[src/hdl/ifp_pkg.sv]
// ----------------------------------------------------------------------------
// ifp_pkg
// Shared types and constants for the interleaved framebuffer plotter.
// ----------------------------------------------------------------------------
package ifp_pkg;

    localparam int ADDR_W    = 14;
    localparam int DATA_W    = 8;
    localparam int X_W       = 8;
    localparam int Y_W       = 7;
    localparam int COLOUR_W  = 2;
    localparam int ORIGIN_W  = 3;
    localparam int COL_W     = 9;
    localparam int ROW_W     = 8;
    localparam int OFS_W     = 15;
    localparam int PLOT_ROWS = 100;

    localparam logic [ORIGIN_W-1:0] ORIGIN_RESET = 3'd5;

    localparam logic MODE_PIXEL = 1'b0;
    localparam logic MODE_BLOCK = 1'b1;

    typedef enum logic [2:0] {
        ST_CLEAR,
        ST_IDLE,
        ST_READ,
        ST_MERGE,
        ST_EVEN
    } seq_state_t;

    typedef struct packed {
        logic              we;
        logic [ADDR_W-1:0] waddr;
        logic [DATA_W-1:0] wdata;
        logic              re;
        logic [ADDR_W-1:0] raddr;
    } mem_req_t;

endpackage

[src/hdl/ifp_channels.sv]
// ----------------------------------------------------------------------------
// ifp channels
// Valid/ready channels for plot commands and framebuffer write transactions.
// ----------------------------------------------------------------------------
interface ifp_plot_if;
    import ifp_pkg::*;

    logic                valid;
    logic                ready;
    logic                mode;
    logic [X_W-1:0]      x;
    logic [Y_W-1:0]      y;
    logic [COLOUR_W-1:0] colour;

    modport source (output valid, mode, x, y, colour, input ready);
    modport sink   (input valid, mode, x, y, colour, output ready);
endinterface

interface ifp_wr_if;
    import ifp_pkg::*;

    logic              valid;
    logic              ready;
    logic [ADDR_W-1:0] write_address;
    logic [DATA_W-1:0] write_data;
    logic              last;

    modport source (output valid, write_address, write_data, last, input ready);
    modport sink   (input valid, write_address, write_data, last, output ready);
endinterface

[src/hdl/ifp_seq.sv]
// ----------------------------------------------------------------------------
// ifp_seq
// Pixel walker: clears the store, steps through block pixels, does the
// nibble read-modify-write and emits the even and odd field writes.
// ----------------------------------------------------------------------------
module ifp_seq #(
    parameter int ROW_BYTES   = 80,
    parameter int FIELD_BYTES = 8192,
    parameter int BLOCK_SIZE  = 3
) (
    input  logic                           clk,
    input  logic                           rst_n,
    input  logic [ifp_pkg::ORIGIN_W-1:0]   x_origin,
    ifp_plot_if.sink                       plot,
    ifp_wr_if.source                       wr,
    output ifp_pkg::mem_req_t              mem_req,
    input  logic [ifp_pkg::DATA_W-1:0]     mem_rdata
);
    import ifp_pkg::*;

    localparam int AW   = $clog2(FIELD_BYTES);
    localparam int SZ_W = $clog2(BLOCK_SIZE + 1);

    localparam logic [COL_W-1:0] COL_LIM   = COL_W'(2 * ROW_BYTES);
    localparam logic [ROW_W-1:0] ROW_LIM   = ROW_W'(PLOT_ROWS);
    localparam logic [OFS_W-1:0] ROW_STEP  = OFS_W'(ROW_BYTES);
    localparam logic [OFS_W-1:0] FB_OFS    = OFS_W'(FIELD_BYTES);
    localparam logic [SZ_W-1:0]  BLK       = SZ_W'(BLOCK_SIZE);
    localparam logic [AW-1:0]    CLR_LAST  = AW'(FIELD_BYTES - 1);

    seq_state_t state_reg, state_next;

    logic [AW-1:0]       clr_reg;
    logic                out_valid_reg;
    logic                out_odd_reg;
    logic                out_last_reg;
    logic [ADDR_W-1:0]   out_addr_reg;
    logic [DATA_W-1:0]   out_data_reg;

    logic [COL_W-1:0]    col0_reg;
    logic [COL_W-1:0]    col_reg;
    logic [ROW_W-1:0]    row_reg;
    logic [OFS_W-1:0]    row_base_reg;
    logic [SZ_W-1:0]     dx_reg;
    logic [SZ_W-1:0]     dy_reg;
    logic [SZ_W-1:0]     size_reg;
    logic [COLOUR_W-1:0] colour_reg;

    logic [OFS_W-1:0]    cur_ofs;
    logic [OFS_W-1:0]    odd_ofs;
    logic                cur_ok;
    logic [SZ_W:0]       dx_inc;
    logic [SZ_W:0]       dy_inc;
    logic [COL_W-1:0]    col_inc;
    logic [ROW_W-1:0]    row_inc;
    logic                go_right;
    logic                go_down;
    logic [COL_W-1:0]    nxt_col;
    logic [OFS_W-1:0]    nxt_row_base;
    logic [OFS_W-1:0]    nxt_ofs;
    logic                nxt_ok;
    logic [3:0]          nib;
    logic [DATA_W-1:0]   merged;
    logic                slot_free;
    logic                accept;
    logic                load_even;
    logic                load_odd;
    logic                advance;

    assign cur_ofs = row_base_reg + OFS_W'(col_reg >> 1);
    assign odd_ofs = cur_ofs + FB_OFS;
    assign cur_ok  = (col_reg < COL_LIM) && (row_reg < ROW_LIM) && (cur_ofs < FB_OFS);

    assign dx_inc  = {1'b0, dx_reg} + (SZ_W+1)'(1);
    assign dy_inc  = {1'b0, dy_reg} + (SZ_W+1)'(1);
    assign col_inc = col_reg + COL_W'(1);
    assign row_inc = row_reg + ROW_W'(1);

    assign go_right     = (dx_inc < {1'b0, size_reg}) && (col_inc < COL_LIM);
    assign go_down      = (dy_inc < {1'b0, size_reg}) && (row_inc < ROW_LIM);
    assign nxt_col      = go_right ? col_inc : col0_reg;
    assign nxt_row_base = go_right ? row_base_reg : row_base_reg + ROW_STEP;
    assign nxt_ofs      = nxt_row_base + OFS_W'(nxt_col >> 1);
    assign nxt_ok       = (go_right || go_down) && (nxt_ofs < FB_OFS);

    assign nib    = {colour_reg, colour_reg};
    assign merged = col_reg[0] ? {mem_rdata[7:4], nib} : {nib, mem_rdata[3:0]};

    assign slot_free = !out_valid_reg || wr.ready;
    assign accept    = plot.valid && plot.ready;

    always_comb
    begin
        state_next = state_reg;
        mem_req    = '0;
        plot.ready = 1'b0;
        load_even  = 1'b0;
        load_odd   = 1'b0;
        advance    = 1'b0;
        case (state_reg)
            ST_CLEAR:
            begin
                mem_req.we    = 1'b1;
                mem_req.waddr = ADDR_W'(clr_reg);
                if (clr_reg == CLR_LAST)
                begin
                    state_next = ST_IDLE;
                end
            end
            ST_IDLE:
            begin
                plot.ready = 1'b1;
                if (plot.valid)
                begin
                    state_next = ST_READ;
                end
            end
            ST_READ:
            begin
                if (cur_ok)
                begin
                    mem_req.re    = 1'b1;
                    mem_req.raddr = cur_ofs[ADDR_W-1:0];
                    state_next    = ST_MERGE;
                end
                else
                begin
                    state_next = ST_IDLE;
                end
            end
            ST_MERGE:
            begin
                if (slot_free)
                begin
                    mem_req.we    = 1'b1;
                    mem_req.waddr = cur_ofs[ADDR_W-1:0];
                    mem_req.wdata = merged;
                    load_even     = 1'b1;
                    state_next    = ST_EVEN;
                end
            end
            ST_EVEN:
            begin
                if (slot_free)
                begin
                    load_odd = 1'b1;
                    if (nxt_ok)
                    begin
                        advance       = 1'b1;
                        mem_req.re    = 1'b1;
                        mem_req.raddr = nxt_ofs[ADDR_W-1:0];
                        state_next    = ST_MERGE;
                    end
                    else
                    begin
                        state_next = ST_IDLE;
                    end
                end
            end
            default:
            begin
                state_next = ST_IDLE;
            end
        endcase
    end

    always_ff @(posedge clk or negedge rst_n)
    begin
        if (!rst_n)
        begin
            state_reg     <= ST_CLEAR;
            clr_reg       <= '0;
            out_valid_reg <= 1'b0;
            out_odd_reg   <= 1'b0;
            out_last_reg  <= 1'b0;
        end
        else
        begin
            state_reg <= state_next;
            if (state_reg == ST_CLEAR)
            begin
                clr_reg <= clr_reg + AW'(1);
            end
            if (load_even)
            begin
                out_valid_reg <= 1'b1;
                out_odd_reg   <= 1'b0;
                out_last_reg  <= 1'b0;
            end
            else if (load_odd)
            begin
                out_valid_reg <= 1'b1;
                out_odd_reg   <= 1'b1;
                out_last_reg  <= !nxt_ok;
            end
            else if (wr.ready)
            begin
                out_valid_reg <= 1'b0;
            end
        end
    end

    always_ff @(posedge clk)
    begin
        if (load_even)
        begin
            out_addr_reg <= cur_ofs[ADDR_W-1:0];
            out_data_reg <= merged;
        end
        else if (load_odd)
        begin
            out_addr_reg <= odd_ofs[ADDR_W-1:0];
        end

        if (accept)
        begin
            col0_reg     <= COL_W'(plot.x) + COL_W'(x_origin);
            col_reg      <= COL_W'(plot.x) + COL_W'(x_origin);
            row_reg      <= ROW_W'(plot.y);
            row_base_reg <= OFS_W'(plot.y) * ROW_STEP;
            dx_reg       <= '0;
            dy_reg       <= '0;
            size_reg     <= (plot.mode == MODE_BLOCK) ? BLK : SZ_W'(1);
            colour_reg   <= plot.colour;
        end
        else if (advance)
        begin
            col_reg      <= nxt_col;
            row_base_reg <= nxt_row_base;
            if (go_right)
            begin
                dx_reg <= dx_inc[SZ_W-1:0];
            end
            else
            begin
                dx_reg  <= '0;
                dy_reg  <= dy_inc[SZ_W-1:0];
                row_reg <= row_inc;
            end
        end
    end

    assign wr.valid         = out_valid_reg;
    assign wr.write_address = out_addr_reg;
    assign wr.write_data    = out_data_reg;
    assign wr.last          = out_last_reg;

    // store write and read never share a cycle, so no forwarding path is needed
    a_no_rw_overlap: assert property (@(posedge clk) disable iff (!rst_n)
        !(mem_req.we && mem_req.re))
        else $error("store read and write in the same cycle");

    a_odd_follows_even: assert property (@(posedge clk) disable iff (!rst_n)
        (wr.valid && wr.ready && !out_odd_reg) |=>
            (wr.valid && out_odd_reg && $stable(out_data_reg)))
        else $error("odd field write does not follow even field write");

    a_even_not_last: assert property (@(posedge clk) disable iff (!rst_n)
        (out_valid_reg && !out_odd_reg) |-> !out_last_reg)
        else $error("even field write marked last");

    a_idle_no_even: assert property (@(posedge clk) disable iff (!rst_n)
        (state_reg == ST_IDLE) |-> (!out_valid_reg || out_odd_reg))
        else $error("idle with an even field write pending");

    a_merge_after_read: assert property (@(posedge clk) disable iff (!rst_n)
        (state_reg == ST_MERGE && $past(state_reg) != ST_MERGE) |-> $past(mem_req.re))
        else $error("merge entered without a store read");

endmodule

[src/flat_wrapper.sv]
// flat-port wrapper written by rule: the top's interface ports become plain ports
module ifp_seq_flat import ifp_pkg::*;
#(
    parameter int ROW_BYTES   = 80,
    parameter int FIELD_BYTES = 8192,
    parameter int BLOCK_SIZE  = 3
)
  (clk, rst_n, x_origin, mem_req, mem_rdata, plot_valid, plot_mode, plot_x, plot_y, plot_colour, plot_ready, wr_valid, wr_write_address, wr_write_data, wr_last, wr_ready);
  ifp_plot_if plot_i ();
  ifp_wr_if wr_i ();
  input  logic clk;
  input  logic rst_n;
  input  logic [ifp_pkg::ORIGIN_W-1:0] x_origin;
  output ifp_pkg::mem_req_t mem_req;
  input  logic [ifp_pkg::DATA_W-1:0] mem_rdata;
  input wire logic [$bits(plot_i.valid)-1:0] plot_valid;
  input wire logic [$bits(plot_i.mode)-1:0] plot_mode;
  input wire logic [$bits(plot_i.x)-1:0] plot_x;
  input wire logic [$bits(plot_i.y)-1:0] plot_y;
  input wire logic [$bits(plot_i.colour)-1:0] plot_colour;
  output wire logic [$bits(plot_i.ready)-1:0] plot_ready;
  output wire logic [$bits(wr_i.valid)-1:0] wr_valid;
  output wire logic [$bits(wr_i.write_address)-1:0] wr_write_address;
  output wire logic [$bits(wr_i.write_data)-1:0] wr_write_data;
  output wire logic [$bits(wr_i.last)-1:0] wr_last;
  input wire logic [$bits(wr_i.ready)-1:0] wr_ready;
  assign plot_i.valid = plot_valid;
  assign plot_i.mode = plot_mode;
  assign plot_i.x = plot_x;
  assign plot_i.y = plot_y;
  assign plot_i.colour = plot_colour;
  assign plot_ready = plot_i.ready;
  assign wr_valid = wr_i.valid;
  assign wr_write_address = wr_i.write_address;
  assign wr_write_data = wr_i.write_data;
  assign wr_last = wr_i.last;
  assign wr_i.ready = wr_ready;
  ifp_seq #(.ROW_BYTES(ROW_BYTES), .FIELD_BYTES(FIELD_BYTES), .BLOCK_SIZE(BLOCK_SIZE)) u_core (.clk(clk), .rst_n(rst_n), .x_origin(x_origin), .plot(plot_i), .wr(wr_i), .mem_req(mem_req), .mem_rdata(mem_rdata));
endmodule
[config.mk]
export PLATFORM = sky130hd
export DESIGN_NAME = ifp_seq_flat
export DESIGN_NICKNAME = d
export VERILOG_FILES = /design/src/hdl/ifp_pkg.sv /design/src/hdl/ifp_channels.sv /design/src/hdl/ifp_seq.sv /design/src/flat_wrapper.sv
export SDC_FILE = /design/constraint.sdc
export NUM_CORES = 1
export LEC_CHECK = 0
export BUFFER_PORTS_ARGS = -buffer_cell sky130_fd_sc_hd__buf_4
export CAP_MARGIN = 20
export CORE_UTILIZATION = 45
export CTS_BUF_LIST = sky130_fd_sc_hd__clkbuf_4
export DETAILED_ROUTE_END_ITERATION = 8
export HOLD_SLACK_MARGIN = 0.05
export PLACE_DENSITY_LB_ADDON = 0.2
export REMOVE_ABC_BUFFERS = 1
export SYNTH_ARGS = -nofsm -noshare
export SYNTH_HDL_FRONTEND = slang
export SYNTH_SLANG_ARGS = --single-unit
[constraint.sdc]
create_clock -name clk -period 14.7 [get_ports clk]
set_input_delay 2.205 -clock clk [delete_from_list [all_inputs] [get_ports clk]]
set_output_delay 2.205 -clock clk [all_outputs]
set_load 0.02 [all_outputs]
==> results summary, run 1 <==
The final routed wire length divided by cell count is 16.7 µm. The worst slew margin relative to its limit is 54.2%. The total routing usage reported by global routing is 22.4%. The sequential cell area fraction in the yosys report came out at 42.6%.

The pre-antenna-repair detailed-routing pass consisted of 5 iterations. The cell area after placement came out at 0.00641 mm². The worst flop-to-flop path startpoint is u_core.col_reg[0]$_DFFE_PP_. The number of gates resized after CTS came out at 0.

Summed over all cells, the static leakage comes to 2.78 nW. The initial antenna violation count was 0. The critical path buffer and inverter count came out at 3.

The global routing met2 resource utilization is 37.0%. The data arrival time of the critical path is 6.14 ns. The worst-case IR drop observed on VDD is 0.0000868 V. The maximum clock frequency came out at 120 MHz. The total number of placement rows came out at 40. The global routing stage identified its most utilized layer as met2. Counting along the longest clock path gives a buffer depth of 2. On the critical path, the stage with the largest delay is an instance of sky130_fd_sc_hd__edfxtp_1.

The clock tree from TritonCTS is built. The met3 capacity usage during global routing is 4.34%. Global routing finished with a remaining overflow of 0. Registers take 0.00237 mm².

The most instantiated library cell after synthesis is sky130_fd_sc_hd__nand2_1. The area of the core is 0.0121 mm². The multi-input combinational cell area is 0.00299 mm². The number of flip-flops under the largest register name came out at 14. The critical path is of the register to output port type. Across all layers, the routed design uses 4,571 vias. The detail-routed via count per cell is 5.50. The gate count of the mapped netlist came out at 572. The number of clock sinks came out at 84. The max-cap violation count came out at 0.

The number of different library cells in the post-synthesis netlist came out at 69. The placed wire-length estimate after detailed placement is 10.7 mm. The setup TNS after final layout came out at 0 ns. Of all nets on the critical path, the largest fanout is 17.

A synthesized cell averages 9.74 µm². CTS built an H-tree with a depth of 3. The number of buffers created by CTS came out at 9. After synthesis the cells add up to 0.00557 mm². The number of global-route vias before repair came to 4,357.

Walking the worst path, the cells encountered are ha_1 -> and3_1 -> and4_4 -> or2_1 -> nand2_1 -> mux2i_1 -> inv_1 -> ha_1 -> nand3_1 -> nor2_1 -> o21ai_0 -> nor3b_1 -> o32ai_2 -> nor4_4 -> nor3_2 -> a31oi_2 -> buf_8 -> o21ai_0 -> buf_4. Counting flops and latches in the post-synthesis netlist gives 84. The number of enable flip-flop cells after synthesis is 60.

Entering global routing, the biggest net connects 40 pins. The number of buffers inserted by hold repair at cts came out at 0. The launch point of the critical path is u_core.col_reg[0]$_DFFE_PP_. The final weighted congestion of routability-driven global placement is 0.892.

Among all flip-flop cells after synthesis, the most frequent one is sky130_fd_sc_hd__edfxtp_1. The clock input transition at the sequential cells of the worst setup and hold paths came out at 0.14 ns. The final-layout fill cell count is 1,110.

The total design power is 1.32 mW. The design area is 0.00659 mm². The number of antenna diodes is 0. The worst clock skew is 0.0158 ns. The worst path uses 56.8% of the clock period. Relative to the synthesized area, the layout overhead comes to 18.3%.

The share of flip-flops with an asynchronous set or reset after synthesis is 21.4%. The x dimension of the die came out at 113 µm. The portion of synthesized cell area occupied by the leading cell type is 32.3%. The later pin in the worst-skew pair is clocked with a latency of 0.46 ns. The run finished with clean final reports. At the pin with the least slew margin, the transition time is 0.687 ns. The flop-to-flop setup slack came out at 8.64 ns. The total stage count of the critical path is 19. The number of hold violations in the final report is 0.

Setup repair after global routing left no endpoint under its margin. The total routed wirelength came out at 13.9 mm. The number of pins exceeding their max-slew limit in the final report was 0. Ranked by instance count, the synthesized netlist is headed by 75 x sky130_fd_sc_hd__nand2_1, 60 x sky130_fd_sc_hd__edfxtp_1, 41 x sky130_fd_sc_hd__nor2_1, 41 x sky130_fd_sc_hd__xnor2_1, 37 x sky130_fd_sc_hd__a21oi_1. The number of input and output port buffers inserted came out at 94. The delay of the slowest critical-path stage is 0.67 ns. The fraction of layout instances using a drive strength above 1 came out at 21.6%.

By area the synthesized netlist is led by sky130_fd_sc_hd__edfxtp_1 32%, sky130_fd_sc_hd__dfrtp_1 8.1%, sky130_fd_sc_hd__xnor2_1 6.4%. The floorplan die height is 113 µm. The effective utilization at floorplan came out at 46.2%.

The met1 capacity usage during global routing came out at 29.2%. The die covers 0.0128 mm². The number of placed I/O pins is 96.

The depth of the worst register-to-register path came out at 17. The cell sitting at the root of the clock tree is a sky130_fd_sc_hd__clkbuf_4. The number of post-CTS setup repair buffers is 0. Setup violations remaining at the end of the flow were counted as 0. The largest total area in the synthesized netlist belongs to sky130_fd_sc_hd__edfxtp_1. The number of remaining DRC errors came out at 0. Cells fill 54.6% of the core in the end. The first global-routing pass estimated 22.2 mm of wire. The type of the worst min-delay path is register to register. Among cell families on the critical path, the largest total delay comes from simple AND/OR/NAND/NOR gates. The endpoint required time on the critical path is 12.49 ns.

In this run the remaining antenna-violating nets after routing total 0. The shortest clock period the worst path allows after layout is 8.34 ns. The destination of the worst register-to-register timing path is u_core.row_base_reg[10]$_DFFE_PP_. The detailed router finished its first iteration with 320 violations. Dividing total power by cell area gives a power density of 200 mW/mm². STA classifies the critical path startpoint as a register.

The Yosys step of the flow raised 0 warnings. Following the worst setup path forward leads to its endpoint at mem_req[3]. The worst setup path is captured at an output port.

The final net count came out at 720.
## area by class of cell
| type | instances | share of cell area (%) |
|---|---|---|
| clock buffers | 10 | 1.14 |
| flip-flops and latches | 84 | 36.0 |
| clock inverters | 6 | 1.22 |
| repair buffers | 100 | 11.8 |
| multi-input cells | 440 | 45.3 |
| inverters | 23 | 1.31 |
| well taps | 168 | 3.19 |
## worst min-delay path by stage
stage | from | endpoint | slack, ns | cells past startpoint
2_1_floorplan | u_core.dy_reg[1]$_SDFFE_PP0P_ | u_core.dy_reg[1]$_SDFFE_PP0P_ | 0.42 | 2
3_3_place_gp | u_core.dy_reg[1]$_SDFFE_PP0P_ | u_core.dy_reg[1]$_SDFFE_PP0P_ | 0.43 | 2
3_5_place_dp | u_core.dy_reg[1]$_SDFFE_PP0P_ | u_core.dy_reg[1]$_SDFFE_PP0P_ | 0.45 | 2
4_1_cts | u_core.dy_reg[1]$_SDFFE_PP0P_ | u_core.dy_reg[1]$_SDFFE_PP0P_ | 0.48 | 2
5_1_grt | u_core.dx_reg[0]$_SDFFE_PP0P_ | u_core.dx_reg[0]$_SDFFE_PP0P_ | 0.51 | 2
6_report | u_core.dy_reg[1]$_SDFFE_PP0P_ | u_core.dy_reg[1]$_SDFFE_PP0P_ | 0.48 | 2
## stage by stage
| stage | hold WS [ns] | cells | worst slack (ns) |
|---|---|---|---|
| finish | 0.483 | 831 | 6.36 |
| global route | 0.512 | 831 | 5.85 |
| CTS | 0.484 | 830 | 6.37 |
| detailed placement | 0.454 | 814 | 6.92 |
| global placement | 0.434 | 813 | 6.74 |
| floorplan | 0.416 | 547 | 7.58 |
## worst min-delay path: stages (launching register included)
cell,delay (ns)
sky130_fd_sc_hd__dfxtp_1,0.34
sky130_fd_sc_hd__nand2_1,0.04
sky130_fd_sc_hd__o21ai_0,0.07
## where the power goes
group / internal (mW) / switching, mW
logic: 0.282 / 0.435
clock network: 0.0696 / 0.0826
registers: 0.364 / 0.0839
total: 0.715 / 0.601
## layer usage
metal	routed length [µm]	up-vias
met2	6580	118
li1	-	2223
met3	639	22
met5	0	-
met1	6420	2208
met4	278	0
## cells in the final DEF (no fill, tap or decap), types with 3 or more instances in the layout
cell type | netlist | final
sky130_fd_sc_hd__a211oi_1 | 3 | 3
sky130_fd_sc_hd__nor2b_1 | 10 | 10
sky130_fd_sc_hd__o21a_1 | 3 | 3
sky130_fd_sc_hd__edfxtp_1 | 60 | 60
sky130_fd_sc_hd__ha_1 | 25 | 25
sky130_fd_sc_hd__nor3_1 | 8 | 7
sky130_fd_sc_hd__nand2_1 | 75 | 75
sky130_fd_sc_hd__inv_1 | 22 | 22
sky130_fd_sc_hd__nand2b_1 | 12 | 12
sky130_fd_sc_hd__a21o_1 | 7 | 7
sky130_fd_sc_hd__nand4_1 | 8 | 8
sky130_fd_sc_hd__and4_1 | 4 | 4
sky130_fd_sc_hd__o22ai_1 | 3 | 3
sky130_fd_sc_hd__o21ai_0 | 33 | 33
sky130_fd_sc_hd__nand3_1 | 12 | 12
sky130_fd_sc_hd__dfxtp_1 | 6 | 6
sky130_fd_sc_hd__nor4_1 | 3 | 3
sky130_fd_sc_hd__a22o_1 | 13 | 13
sky130_fd_sc_hd__and2_1 | 4 | 4
sky130_fd_sc_hd__dfrtp_1 | 18 | 18
sky130_fd_sc_hd__and3_1 | 10 | 10
sky130_fd_sc_hd__fa_1 | 4 | 4
sky130_fd_sc_hd__a21oi_1 | 37 | 37
sky130_fd_sc_hd__o21ai_2 | 8 | 8
sky130_fd_sc_hd__clkinv_1 | 1 | 4
sky130_fd_sc_hd__nor2_1 | 41 | 41
sky130_fd_sc_hd__clkbuf_4 | 0 | 10
sky130_fd_sc_hd__buf_4 | 1 | 98
sky130_fd_sc_hd__mux2i_1 | 6 | 6
sky130_fd_sc_hd__xnor2_1 | 41 | 41
sky130_fd_sc_hd__xor2_1 | 20 | 20
sky130_fd_sc_hd__mux2_2 | 5 | 5
## cells by family (layout without fill, tap and decap cells)
group           Yosys count  in the layout  synth area share [%]
mux                      11             11                  2.09
other cells               1              1                0.0673
compound gates          136            136                  16.7
simple gates            201            201                  17.7
xor+xnor                 62             62                  9.88
buf+inv                  48            139                  3.89
flops                    84             84                  42.6
fa+ha+maj                29             29                  7.05
(Power assumes the default switching activity.)
==> run 2: changes to the inputs <==
--- a/config.mk
+++ b/config.mk
@@ -5,6 +5,7 @@
 export SDC_FILE = /design/constraint.sdc
 export NUM_CORES = 1
 export LEC_CHECK = 0
+export ABC_AREA = 1
 export BUFFER_PORTS_ARGS = -buffer_cell sky130_fd_sc_hd__buf_4
 export CAP_MARGIN = 20
 export CORE_UTILIZATION = 45
==> constraint.sdc (replaced) <==
create_clock -name clk -period 8.75 [get_ports clk]
set_input_delay 1.3125 -clock clk [delete_from_list [all_inputs] [get_ports clk]]
set_output_delay 1.3125 -clock clk [all_outputs]
set_load 0.02 [all_outputs]
==> run 2 against run 1 <==
First-iteration DRC count is 15% higher. Hold slack gained 0.0011 ns. Core utilization shrank 0.38 points. Worst setup slack lost 3.6 ns. Global-route usage hardly changed. Clock power grew 69%. Cell area fell by 1.5%. Synthesized cell count up 17%. Via count increased by 2.9%. Die area decreased by 1.2%. Non-clock buffer count down 2. Critical endpoint is now mem_req[5]. Largest cell class unchanged. Largest power group unchanged. Highest routed layer unchanged.
==> results summary, run 2 <==
The combined area of all synthesized cells is 0.00550 mm² (was 0.00557 mm²). The shortest clock period the worst path allows after layout is 6.03 ns. The destination of the worst register-to-register timing path is u_core.col_reg[4]$_DFFE_PP_ (was u_core.row_base_reg[10]$_DFFE_PP_). The depth of the worst register-to-register path is 21 (was 17).

The number of enable flip-flop cells after synthesis is 60 (unchanged). The number of buffers inserted by hold repair at cts was 0 (unchanged). The sequential cell area fraction in the yosys report was 43.1% (was 42.6%). The clock tree from TritonCTS is built (unchanged).

The effective utilization at floorplan is 46.0% (was 46.2%). The insertion delay to the later sink of the worst-skew pair came out at 0.46 ns (about the same). The number of hold violations in the final report was 0 (unchanged). The type of the worst min-delay path is register to register (unchanged).

The multi-input combinational cell area came to 0.00261 mm² (was 0.00299 mm²). The number of placed instances, taps included came out at 895 (was 814). Commonest cells after routing, fill and taps aside: 142 x sky130_fd_sc_hd__nand2_1, 104 x sky130_fd_sc_hd__inv_1, 97 x sky130_fd_sc_hd__buf_4 (was 98 x sky130_fd_sc_hd__buf_4, 75 x sky130_fd_sc_hd__nand2_1, 60 x sky130_fd_sc_hd__edfxtp_1).

The number of different library cells in the post-synthesis netlist came out at 41 (was 69). Most numerous cell types in the synthesized netlist: 142 x sky130_fd_sc_hd__nand2_1, 104 x sky130_fd_sc_hd__inv_1, 60 x sky130_fd_sc_hd__edfxtp_1, 56 x sky130_fd_sc_hd__nor2_1, 47 x sky130_fd_sc_hd__xor2_1 (was 75 x sky130_fd_sc_hd__nand2_1, 60 x sky130_fd_sc_hd__edfxtp_1, 41 x sky130_fd_sc_hd__nor2_1, 41 x sky130_fd_sc_hd__xnor2_1, 37 x sky130_fd_sc_hd__a21oi_1). The leakage power total is 3.13 nW (was 2.78 nW).

The fraction of layout instances using a drive strength above 1 came out at 18.7% (was 21.6%). Setup repair after global routing missed its margin: no (unchanged). The number of input and output port buffers inserted is 94 (unchanged). The number of antenna diodes is 0 (unchanged). The final weighted congestion of routability-driven global placement is 0.856 (was 0.892).

The die area is 0.0127 mm² (was 0.0128 mm²). The largest net degree at the start of global routing is 49 (was 40). The vias after detailed routing is 4,704 (was 4,571). The number of clock sinks came out at 84 (unchanged). The number of global-route vias before repair is 4,535 (was 4,357). The number of cells on the worst hold path is 2 (unchanged). The total design power was 1.92 mW (was 1.32 mW).

The total setup violations reported at the end of the flow came out at 0 (unchanged). The library cell used as clock root buffer is sky130_fd_sc_hd__clkbuf_4 (unchanged). The number of remaining DRC errors came to 0 (unchanged). The prevailing post-synth register cell is sky130_fd_sc_hd__edfxtp_1 (unchanged). The mean cell area of the mapped netlist is 8.23 µm² (was 9.74 µm²). The number of post-CTS setup repair buffers is 0 (unchanged).

The most instantiated library cell after synthesis is sky130_fd_sc_hd__nand2_1 (unchanged). The maximum clock frequency is 166 MHz. The floorplan die height is 113 µm (about the same). The total routing usage reported by global routing was 22.4% (about the same). The placed wire-length estimate after detailed placement came out at 10.8 mm (was 10.7 mm). The final-layout fill cell count is 1,142 (was 1,110). The flop-to-flop setup slack is 3.81 ns (was 8.64 ns). The initial detailed-routing violation count is 368 (was 320). The cell taking the most area after synthesis is sky130_fd_sc_hd__edfxtp_1 (unchanged). The number of routed nets with antenna violations came out at 0 (unchanged). The data arrival time of the critical path came to 4.72 ns (was 6.14 ns).

The worst clock skew came out at 0.0198 ns (was 0.0158 ns). The worst flop-to-flop path startpoint is u_core.col_reg[0]$_DFFE_PP_ (unchanged). The classification of the worst setup path is register to output port (unchanged). The startpoint of the most critical hold path was u_core.dy_reg[1]$_SDFFE_PP0P_ (unchanged).

The endpoint required time on the critical path is 7.44 ns (was 12.49 ns). The clock input transition at the sequential cells of the worst setup and hold paths was 0.13 ns (was 0.14 ns). The number of H-tree levels came out at 3 (unchanged).

The global-route wire length before repair is 22.1 mm (was 22.2 mm). The footprint of the flip-flops and latches came to 0.00237 mm² (unchanged). The number of pins exceeding their max-slew limit in the final report came out at 0 (unchanged). The final routed wire length divided by cell count came out at 14.9 µm (was 16.7 µm). The max-cap violation count came out at 0 (unchanged).

The largest fanout on the critical path came to 24 (was 17). The number of warnings reported in the yosys synthesis log came out at 0 (unchanged). The signed area change from the synthesized netlist to the final layout was 18.0% (was 18.3%). Dominant cells by area after synthesis: sky130_fd_sc_hd__edfxtp_1 33%, sky130_fd_sc_hd__nand2_1 9.7%, sky130_fd_sc_hd__dfrtp_1 8.2% (was sky130_fd_sc_hd__edfxtp_1 32%, sky130_fd_sc_hd__dfrtp_1 8.1%, sky130_fd_sc_hd__xnor2_1 6.4%).

The endpoint type of the worst setup path is an output port (unchanged). The number of storage elements in the synthesis netlist is 84 (unchanged). The critical path launch point type is a register (unchanged).

The area of the core is 0.0120 mm² (was 0.0121 mm²). The slew at the pin closest to its max-slew limit is 0.818 ns (was 0.687 ns). The final net count is 821 (was 720). The total number of placement rows came to 40 (unchanged). The total routed wirelength came out at 13.6 mm (was 13.9 mm). The detail-routed via count per cell is 5.16 (was 5.50). The portion of synthesized cell area occupied by the leading cell type came out at 32.8% (was 32.3%). The cell area power density came out at 296 mW/mm² (was 200 mW/mm²). The number of gates resized after CTS is 0 (unchanged). The share of flip-flops with an asynchronous set or reset after synthesis came out at 21.4% (unchanged). The worst setup slack before clock tree synthesis is 3.25 ns (was 6.92 ns). The number of placed I/O pins is 96 (unchanged). The filler-free cell count of the finished design is 911 (was 831). The setup TNS after final layout came to 0 ns (unchanged). The number of buffers created by CTS is 9 (unchanged).

The final critical-path share of the clock period came out at 68.9%. The worst slew margin relative to its limit is 45.3% (was 54.2%). The gate count of the mapped netlist came out at 668 (was 572). The worst voltage drop across the vdd grid is 0.000105 V (was 0.0000868 V). The total iterations of the first detailed-routing run is 4 (was 5).

Result of the run: finished clean (unchanged). The setup slack after layout came out at 2.72 ns (was 6.36 ns). The most common cell after layout, fill and taps aside is sky130_fd_sc_hd__nand2_1 (was sky130_fd_sc_hd__buf_4). The initial antenna violation count came to 0 (unchanged). The number of flip-flops under the largest register name came out at 14 (unchanged). The x dimension of the die was 113 µm (about the same). The number of buffers on the longest clock path was 2 (unchanged). The leftover overflow at the end of global routing is 0 (unchanged). The worst hold path endpoint is u_core.dy_reg[1]$_SDFFE_PP0P_ (unchanged).
==> run 2: how the worst max path moves through the flow <==
stage	startpoint	to	slack, ns	cells after the start
6_report	u_core.col_reg[0]$_DFFE_PP_	mem_req[5]	2.72	22
5_1_grt	u_core.col_reg[0]$_DFFE_PP_	mem_req[5]	2.06	21
4_1_cts	u_core.col_reg[0]$_DFFE_PP_	mem_req[5]	2.74	21
3_5_place_dp	u_core.col_reg[0]$_DFFE_PP_	mem_req[5]	3.25	21
3_3_place_gp	u_core.col_reg[0]$_DFFE_PP_	mem_req[4]	3.42	23
2_1_floorplan	u_core.col_reg[0]$_DFFE_PP_	mem_req[10]	3.88	21
==> run 2: critical path, cell delays in order (launching register included) <==
cell	delay, ns
sky130_fd_sc_hd__edfxtp_1	0.54
sky130_fd_sc_hd__ha_1	0.28
sky130_fd_sc_hd__nand2_2	0.12
sky130_fd_sc_hd__nor2_1	0.06
sky130_fd_sc_hd__nand2_1	0.06
sky130_fd_sc_hd__nand2_1	0.07
sky130_fd_sc_hd__nand2_1	0.07
sky130_fd_sc_hd__nand2_2	0.10
sky130_fd_sc_hd__nand2_4	0.26
sky130_fd_sc_hd__clkinv_2	0.26
sky130_fd_sc_hd__o21ai_0	0.43
sky130_fd_sc_hd__inv_1	0.09
sky130_fd_sc_hd__ha_1	0.22
sky130_fd_sc_hd__a21oi_1	0.18
sky130_fd_sc_hd__o21ai_1	0.10
sky130_fd_sc_hd__inv_1	0.08
sky130_fd_sc_hd__nand2_2	0.08
sky130_fd_sc_hd__nand2_1	0.06
sky130_fd_sc_hd__nand2_1	0.08
sky130_fd_sc_hd__a21oi_4	0.20
sky130_fd_sc_hd__nand3_2	0.43
sky130_fd_sc_hd__o22ai_1	0.31
sky130_fd_sc_hd__buf_4	0.19
==> run 2: logic make-up after synthesis <==
logic type,count (synthesis),synth area share [%]
AND/OR/NAND/NOR,275,21.9
buffers and inverters,130,9.37
AO/OA/AOI/OAI,98,10.2
flip-flops,84,43.1
XOR/XNOR,51,8.12
adder cells (fa/ha/maj),29,7.14
other,1,0.0682
==> run 2: metal layers <==
metal	global-route usage (%)	share of wire (%)	up-vias	routed length (µm)
met5	0	0	-	0
met4	8.89	2.1	0	284
met3	3.62	4.6	17	618
met2	37.2	48	115	6510
met1	29.2	45	2210	6170
li1	-	-	2362	-
==> run 2: cell type report <==
cell class	instances	area share, %
Multi-Input combinational cell	454	40.3
Clock buffer	11	1.27
Sequential cell	84	36.6
Timing Repair Buffer	98	11.4
Inverter	112	6.50
Tap cell	147	2.83
Clock inverter	5	1.18
==> run 2: stage by stage <==
stage | area [µm²] | hold WS (ns) | util [%]
6_report | 6490 | 0.484 | 54.2
5_1_grt | 6490 | 0.515 | 54.2
4_1_cts | 6490 | 0.485 | 54.2
3_5_place_dp | 6330 | 0.464 | 52.9
3_3_place_gp | 6320 | 0.455 | 52.8
2_1_floorplan | 5410 | 0.436 | -
==> run 2: report_power, final <==
part,internal (mW),switching [mW]
Combinational,0.336,0.664
Sequential,0.579,0.0858
Clock,0.121,0.136
Total,1.04,0.885
